**src/design/rcsf_pkg.sv**
```systemverilog
`default_nettype none

package rcsf_pkg;

  // Default table depth for the top level parameter.
  localparam int MAX_STOPS_DEFAULT = 16;

  // Channel and register widths for the top level; the checker uses M_DATA_W.
  localparam int COUNT_W  = 5;
  localparam int S_DATA_W = 48;
  localparam int M_DATA_W = 24;

  // Level driven on all three colors when no stop is in use.
  localparam logic [7:0] GREY_LEVEL = 8'd32;

  // Request kinds carried on s_tuser.
  localparam logic MODE_TICK = 1'b0;
  localparam logic MODE_LOAD = 1'b1;

  // Sequencer states.
  typedef enum logic [5:0] {
    ST_IDLE   = 6'b000001,
    ST_RD_CUR = 6'b000010,
    ST_RD_NXT = 6'b000100,
    ST_MUL    = 6'b001000,
    ST_DIV    = 6'b010000,
    ST_EMIT   = 6'b100000
  } state_t;

endpackage

`default_nettype wire

```
**src/design/rgb_color_stop_fade_sequencer.sv**
```systemverilog
//  Channel  Dir  Signals                        Contents (lowest bit first)
//  s_*      in   s_tvalid s_tready s_tdata      stop_index[3:0] red[11:4] green[19:12]
//                s_tuser                        blue[27:20] duration[43:28], zero pad
//                                               s_tuser: mode (0 tick, 1 load)
//  m_*      out  m_tvalid m_tready m_tdata      red_out[7:0] green_out[15:8] blue_out[23:16]
//  cfg_*    in   cfg_wr_en cfg_wr_data          stop_count[4:0]
//
//  A load request leaves the block idle and ready. A tick request that fades
//  keeps the block busy for two reads of the single-port stop table, then for
//  each of the three colors one multiply state and the steps of the shared
//  restore-and-subtract divider, then the emit state, which moves the result
//  into the output register. A tick that only advances to the next stop goes
//  through both reads back to idle; with no stops in use a tick goes straight
//  to the emit state. The output register lets a new request in while a result
//  waits; a finished result stalls in the last state only while the register
//  is full. Reset is synchronous and clears the control state and the stop
//  count. The stop table has no reset and needs no clearing pass.

`default_nettype none

module rgb_color_stop_fade_sequencer #(
  parameter int MAX_STOPS = rcsf_pkg::MAX_STOPS_DEFAULT
) (
  input  wire logic                         clk,
  input  wire logic                         rst,
  input  wire logic                         s_tvalid,
  output logic                              s_tready,
  // stop_index[3:0], red[11:4], green[19:12], blue[27:20], duration[43:28]
  input  wire logic [rcsf_pkg::S_DATA_W-1:0] s_tdata,
  // mode[0]
  input  wire logic                         s_tuser,
  output logic                              m_tvalid,
  input  wire logic                         m_tready,
  // red_out[7:0], green_out[15:8], blue_out[23:16]
  output logic [rcsf_pkg::M_DATA_W-1:0]     m_tdata,
  input  wire logic                         cfg_wr_en,
  input  wire logic [rcsf_pkg::COUNT_W-1:0] cfg_wr_data
);

  localparam int IDX_W = (MAX_STOPS > 1) ? $clog2(MAX_STOPS) : 1;

  // One table entry: duration in the top bits, then blue, green, red.
  localparam int ENTRY_W = 40;

  rcsf_pkg::state_t state;

  logic [rcsf_pkg::COUNT_W-1:0] stop_count;
  logic [IDX_W-1:0]             cur;
  logic [15:0]                  elapsed;
  logic [1:0]                   col;
  logic [2:0]                   step;

  // Datapath registers.
  logic [IDX_W-1:0]   nxt;
  logic [23:0]        cur_rgb;
  logic [23:0]        nx_rgb;
  logic [15:0]        dur;
  logic               neg;
  logic [25:0]        rem;
  logic [23:0]        dsr;
  logic [7:0]         quo;
  logic [23:0]        res;

  // Stop table.
  logic [ENTRY_W-1:0] stop_mem [MAX_STOPS];
  logic [ENTRY_W-1:0] rd_data;
  logic [IDX_W-1:0]   rd_addr;
  logic               mem_we;

  // Request decode.
  logic        s_acc;
  logic        is_load;
  logic [3:0]  in_index;
  logic [31:0] count32;
  logic [31:0] nxt32;
  logic        no_stops;
  logic        cur_oor;
  logic [IDX_W-1:0] cur_eff;
  logic [IDX_W-1:0] nxt_eff;

  // Shared arithmetic.
  logic [7:0]         cur_c;
  logic [7:0]         nx_c;
  logic signed [8:0]  diff;
  logic signed [25:0] prod;
  logic [26:0]        num;
  logic [25:0]        mag;
  logic               ge;
  logic [7:0]         quo_new;
  logic [7:0]         level;
  logic [15:0]        elapsed_inc;
  logic               out_free;
  logic               nx_reached;

  assign s_tready = (state == rcsf_pkg::ST_IDLE);
  assign s_acc    = s_tvalid && s_tready;
  assign is_load  = (s_tuser == rcsf_pkg::MODE_LOAD);
  assign in_index = s_tdata[3:0];

  // A stop count above the table size is treated as the table size.
  assign count32  = (32'(stop_count) > MAX_STOPS) ? MAX_STOPS : 32'(stop_count);
  assign no_stops = (count32 == 32'd0);
  assign cur_oor  = (32'(cur) >= count32);
  assign cur_eff  = cur_oor ? '0 : cur;
  assign nxt32    = 32'(cur_eff) + 32'd1;
  assign nxt_eff  = (nxt32 == count32) ? '0 : nxt32[IDX_W-1:0];

  assign mem_we  = s_acc && is_load && (32'(in_index) < MAX_STOPS);
  assign rd_addr = (state == rcsf_pkg::ST_RD_CUR) ? nxt : cur_eff;

  always_ff @(posedge clk) begin
    if (mem_we) begin
      stop_mem[IDX_W'(in_index)] <= {s_tdata[43:28], s_tdata[27:20], s_tdata[19:12],
                                     s_tdata[11:4]};
    end
    rd_data <= stop_mem[rd_addr];
  end

  // The next stop has been reached when the elapsed count meets its duration.
  assign nx_reached = (elapsed >= rd_data[39:24]);

  // Signed color step times elapsed ticks, doubled, plus the duration: the
  // rounded fraction is then an integer division by twice the duration.
  assign cur_c = cur_rgb[{col, 3'b000} +: 8];
  assign nx_c  = nx_rgb[{col, 3'b000} +: 8];
  assign diff  = $signed({1'b0, nx_c}) - $signed({1'b0, cur_c});
  assign prod  = diff * $signed({1'b0, elapsed});
  assign num   = {prod, 1'b0} + {11'd0, dur};
  assign mag   = num[26] ? (~num[25:0] + 26'd1) : num[25:0];

  // One restoring division step; the quotient is truncated toward zero and
  // then given the sign of the numerator.
  assign ge      = (rem >= {2'b00, dsr});
  assign quo_new = {quo[6:0], ge};
  assign level   = cur_c + (neg ? (~quo_new + 8'd1) : quo_new);

  assign elapsed_inc = elapsed + 16'd1;
  assign out_free    = !m_tvalid || m_tready;

  // Control state.
  always_ff @(posedge clk) begin
    if (rst) begin
      state      <= rcsf_pkg::ST_IDLE;
      stop_count <= '0;
      cur        <= '0;
      elapsed    <= '0;
      col        <= '0;
      step       <= '0;
      m_tvalid   <= 1'b0;
    end else begin
      if (cfg_wr_en) begin
        stop_count <= cfg_wr_data;
      end
      // A new result replaces a taken one in the same cycle.
      if ((state == rcsf_pkg::ST_EMIT) && out_free) begin
        m_tvalid <= 1'b1;
      end else if (m_tvalid && m_tready) begin
        m_tvalid <= 1'b0;
      end

      unique case (state)
        rcsf_pkg::ST_IDLE: begin
          if (s_acc) begin
            if (is_load) begin
              cur     <= '0;
              elapsed <= '0;
            end else if (no_stops) begin
              state <= rcsf_pkg::ST_EMIT;
            end else begin
              if (cur_oor) begin
                cur     <= '0;
                elapsed <= '0;
              end
              state <= rcsf_pkg::ST_RD_CUR;
            end
          end
        end
        rcsf_pkg::ST_RD_CUR: begin
          state <= rcsf_pkg::ST_RD_NXT;
        end
        rcsf_pkg::ST_RD_NXT: begin
          if (nx_reached) begin
            elapsed <= '0;
            cur     <= nxt;
            state   <= rcsf_pkg::ST_IDLE;
          end else begin
            col   <= '0;
            state <= rcsf_pkg::ST_MUL;
          end
        end
        rcsf_pkg::ST_MUL: begin
          step  <= 3'd7;
          state <= rcsf_pkg::ST_DIV;
        end
        rcsf_pkg::ST_DIV: begin
          step <= step - 3'd1;
          if (step == 3'd0) begin
            if (col == 2'd2) begin
              if (elapsed_inc >= dur) begin
                elapsed <= '0;
                cur     <= nxt;
              end else begin
                elapsed <= elapsed_inc;
              end
              state <= rcsf_pkg::ST_EMIT;
            end else begin
              col   <= col + 2'd1;
              state <= rcsf_pkg::ST_MUL;
            end
          end
        end
        rcsf_pkg::ST_EMIT: begin
          if (out_free) begin
            state <= rcsf_pkg::ST_IDLE;
          end
        end
        default: begin
          state <= rcsf_pkg::ST_IDLE;
        end
      endcase
    end
  end

  // Datapath registers.
  always_ff @(posedge clk) begin
    if (s_acc && !is_load) begin
      nxt <= nxt_eff;
      res <= {rcsf_pkg::GREY_LEVEL, rcsf_pkg::GREY_LEVEL, rcsf_pkg::GREY_LEVEL};
    end
    if (state == rcsf_pkg::ST_RD_CUR) begin
      cur_rgb <= rd_data[23:0];
    end
    if (state == rcsf_pkg::ST_RD_NXT) begin
      nx_rgb <= rd_data[23:0];
      dur    <= rd_data[39:24];
    end
    if (state == rcsf_pkg::ST_MUL) begin
      // The first quotient bit weighs 128 times twice the duration.
      neg <= num[26];
      rem <= mag;
      dsr <= {dur, 8'd0};
      quo <= '0;
    end
    if (state == rcsf_pkg::ST_DIV) begin
      if (ge) begin
        rem <= rem - {2'b00, dsr};
      end
      dsr <= dsr >> 1;
      quo <= quo_new;
      if (step == 3'd0) begin
        res[{col, 3'b000} +: 8] <= level;
      end
    end
    if ((state == rcsf_pkg::ST_EMIT) && out_free) begin
      m_tdata <= res;
    end
  end

endmodule

`default_nettype wire

```
**config.mk**
```make
export PLATFORM = sky130hd
export DESIGN_NAME = rgb_color_stop_fade_sequencer
export DESIGN_NICKNAME = d
export VERILOG_FILES = /design/src/design/rcsf_pkg.sv /design/src/design/rgb_color_stop_fade_sequencer.sv
export SDC_FILE = /design/constraint.sdc
export NUM_CORES = 2
export LEC_CHECK = 0
export ABC_AREA = 1
export BUFFER_PORTS_ARGS = -buffer_cell sky130_fd_sc_hd__buf_4
export CORE_ASPECT_RATIO = 0.6
export CORE_MARGIN = 1.5
export CORE_UTILIZATION = 49
export CTS_CLUSTER_SIZE = 10
export DETAILED_ROUTE_END_ITERATION = 12
export SLEW_MARGIN = 20
export SYNTH_ARGS = -nofsm -noshare
export SYNTH_HDL_FRONTEND = slang
export SYNTH_SLANG_ARGS = --single-unit
```
**constraint.sdc**
```tcl
create_clock -name clk -period 8.7 [get_ports clk]
set_input_delay 0.87 -clock clk [delete_from_list [all_inputs] [get_ports clk]]
set_output_delay 0.87 -clock clk [all_outputs]
set_load 0.02 [all_outputs]
```
==> flow_metrics.env <==
export IMPL_die_area_mm2=0.0928
export IMPL_vias=31400
export IMPL_clk_path_buf_depth=3
export IMPL_antenna_found_initial=9
export IMPL_worstHoldStart="cfg_wr_data[3]"
export IMPL_overflow=0
export IMPL_final_area_mm2=0.0503
export IMPL_power_leakage_nw=19.4
export IMPL_worst_slack_ns=0.273
export IMPL_holdBufCountCts=0
export IMPL_clock_latency_ns=0.70
export IMPL_clock_skew_ns=0.0472
export IMPL_drt_initial_drc_count=3011
export IMPL_hp_class="in -> reg"
export IMPL_cts_tree="done"
export IMPL_use_met3=0.0658
export IMPL_synth_area_mm2=0.0446
export IMPL_endpoint_kind="flip-flop"
export IMPL_crit_type="reg -> reg"
export IMPL_yosysWarnings=0
export IMPL_synth_top_area_share=0.514
export IMPL_dp_hpwl_um=73000
export IMPL_power_density_mw_per_mm2=318
export IMPL_syn_avg_cell_area_um2=10.5
export IMPL_slew_viol_final=0
export IMPL_top_usage_layer="met1"
export IMPL_final_cell_mix="763 x edfxtp_1, 675 x nand2_1, 521 x inv_1, 330 x o211ai_1, 314 x o21ai_0"
export IMPL_cts_buffers=101
export IMPL_layout_min_cycle_time_ns=8.43
export IMPL_fin_crit_sh=0.969
export IMPL_cts_sinks=891
export IMPL_fin_nets=4675
export IMPL_ys_flop_type="edfxtp_1"
export IMPL_pin_count=85
export IMPL_synth_area_leaders="edfxtp_1 51%, nand2_1 5.8%, dfxtp_1 5.7%"
export IMPL_hold_violations=0
export IMPL_grt_pass1_wl_um=182000
export IMPL_fmax_ghz=0.119
export IMPL_clk_pin_slew_ns=0.06
export IMPL_drv_cap=0
export IMPL_detail_route_wl_per_cell_um=21.3
export IMPL_routed_via_density=5.56
export IMPL_synth_fp_nets=4573
export IMPL_start_util=0.496
export IMPL_ys_types=53
export IMPL_status="finished, final reports clean"
export IMPL_rows=85
export IMPL_slew_headroom=0.304
export IMPL_holdPathStages=3
export IMPL_grt_pass1_vias=29300
export IMPL_cts_max_level=3
export IMPL_route_detailed_drc=0
export IMPL_grt_total_usage=0.260
export IMPL_grt_max_degree=241
export IMPL_tns_ns=0
export IMPL_fin_util=0.559
export IMPL_cp_max_fo=6
export IMPL_cpMostUsedCell="nand2_1"
export IMPL_yosys_area_top_type="edfxtp_1"
export IMPL_cp_slowest_stage_delay_ns=0.50
export IMPL_synthCells=4240
export IMPL_synthArstFlopShare=0
export IMPL_drive_above_1_share=0.105
export IMPL_tightest_slew_ns=1.04
export IMPL_slowest_stage="fa_1"
export IMPL_place_port_buffers=80
export IMPL_layout_commonest_cell="edfxtp_1"
export IMPL_gr_usage_met2=0.342
export IMPL_synth_seq_cells=891
export IMPL_cts_root_buffer="clkbuf_16"
export IMPL_met1_usage=0.423
export IMPL_syn_to_final_growth_pct=12.8
export IMPL_dieWidth_um=392
export IMPL_core_area_mm2=0.0899
export IMPL_reg2reg_depth=49
export IMPL_startpoint_type="flip-flop"
export IMPL_timing_rr_start="col[0]"
export IMPL_antenna_left=0
export IMPL_die_height_um=237
export IMPL_worstPathRequired_ns=9.26
export IMPL_setup_viol=0
export IMPL_synth_edff_count=763
export IMPL_seq_area_frac_synth=0.572
export IMPL_rsz0062_at_grt="yes"
export IMPL_post_place_ws_ns=-0.0135
export IMPL_peakVddDrop_uv=468
export IMPL_gp_congestion=0.925
export IMPL_cp_arrival_ns=8.99
export IMPL_crit_path_start="col[0]"
export IMPL_placed_cell_area_mm2=0.0468
export IMPL_wl_um=120000
export IMPL_timing_hold_ws_ns=0.392
export IMPL_drt_pass1_iter_count=5
-- registers in the layout, summed over array words and instances, names as in the netlist, 5 cells and up --
register / cells
cur_rgb: 24
dsr: 24
dur: 16
elapsed: 16
m_tdata: 24
nx_rgb: 24
quo: 7
rd_data: 40
rem: 26
res: 24
state: 6
stop_count: 5
stop_mem: 640
-- final timing paths --
kind	endpoint	slack [ns]
worst max-delay path	rem[25]	0.27
worst min-delay path	stop_count[3]	0.39
worst max register to register	rem[25]	0.27
worst min register to register	nx_rgb[4]	0.44
-- critical path, delay by kind of cell, from the launching register on --
| family | cells | cell delay [ns] |
|---|---|---|
| AO/OA/AOI/OAI | 7 | 1.07 |
| XOR/XNOR | 1 | 0.21 |
| adder cells (fa/ha/maj) | 8 | 3.28 |
| buffers and inverters | 9 | 0.77 |
| flip-flops | 1 | 0.34 |
| AND/OR/NAND/NOR | 24 | 2.59 |
-- cell type report --
class | count | area [um^2]
Clock inverter | 10 | 143
Multi-Input combinational cell | 2614 | 16700
Fill cell | 7699 | 39600
Timing Repair Buffer | 193 | 1510
Clock buffer | 171 | 2840
Timing Repair inverter | 1 | 8.76
Sequential cell | 891 | 25500
Inverter | 540 | 2050
Tap cell | 1218 | 1520
Antenna cell | 6 | 15.0
-- synth_stat cells, types with 8 or more instances --
cell type	count
a211oi_1	16
o211ai_1	330
nand4_1	29
ha_1	171
a21oi_1	308
nand2_2	22
a22oi_1	14
nor2_1	265
nor4_1	11
or2_2	25
xor2_1	55
buf_2	66
edfxtp_1	763
inv_1	525
fa_1	103
o21ai_0	318
dfxtp_1	128
clkbuf_1	122
o21ai_1	8
xnor2_1	16
nand3_1	145
nand2_1	688
nor3_1	20
-- where the power goes --
part	total [W]	switching [W]	internal, W
Sequential	0.00496	0.000157	0.00480
Clock	0.00391	0.00167	0.00224
Combinational	0.00711	0.00451	0.00261
-- stage by stage --
| step | total power (W) | std cells |
|---|---|---|
| floorplan | 0.00933 | 4240 |
| global placement | 0.0112 | 5440 |
| detailed placement | 0.0112 | 5440 |
| CTS | 0.0152 | 5621 |
| global route | 0.0170 | 5640 |
| finish | 0.0160 | 5644 |
-- cells by family after synthesis --
kind of cell    share of synthesized area
compound gates                      0.140
xor+xnor                           0.0140
fa+ha+maj                          0.0943
buf+inv                            0.0643
flops                               0.572
simple gates                        0.116
-- what timing repair did --
action / 4_1_cts / 5_1_grt
resized for setup: 6 / 69
endpoints found under the hold margin: 0 / 0
buffers inserted: 0 / 16
gates cloned: 0 / 1
pin swaps: 0 / 26
setup endpoints to repair: 8 / 26
-- per-layer routing --
layer / wire (um) / up-vias
li1: - / 15000
met1: 60200 / 15100
met2: 47000 / 1145
met3: 11200 / 130
met4: 1730 / 8
met5: 47 / -
Power figures use the tool's default switching activity.
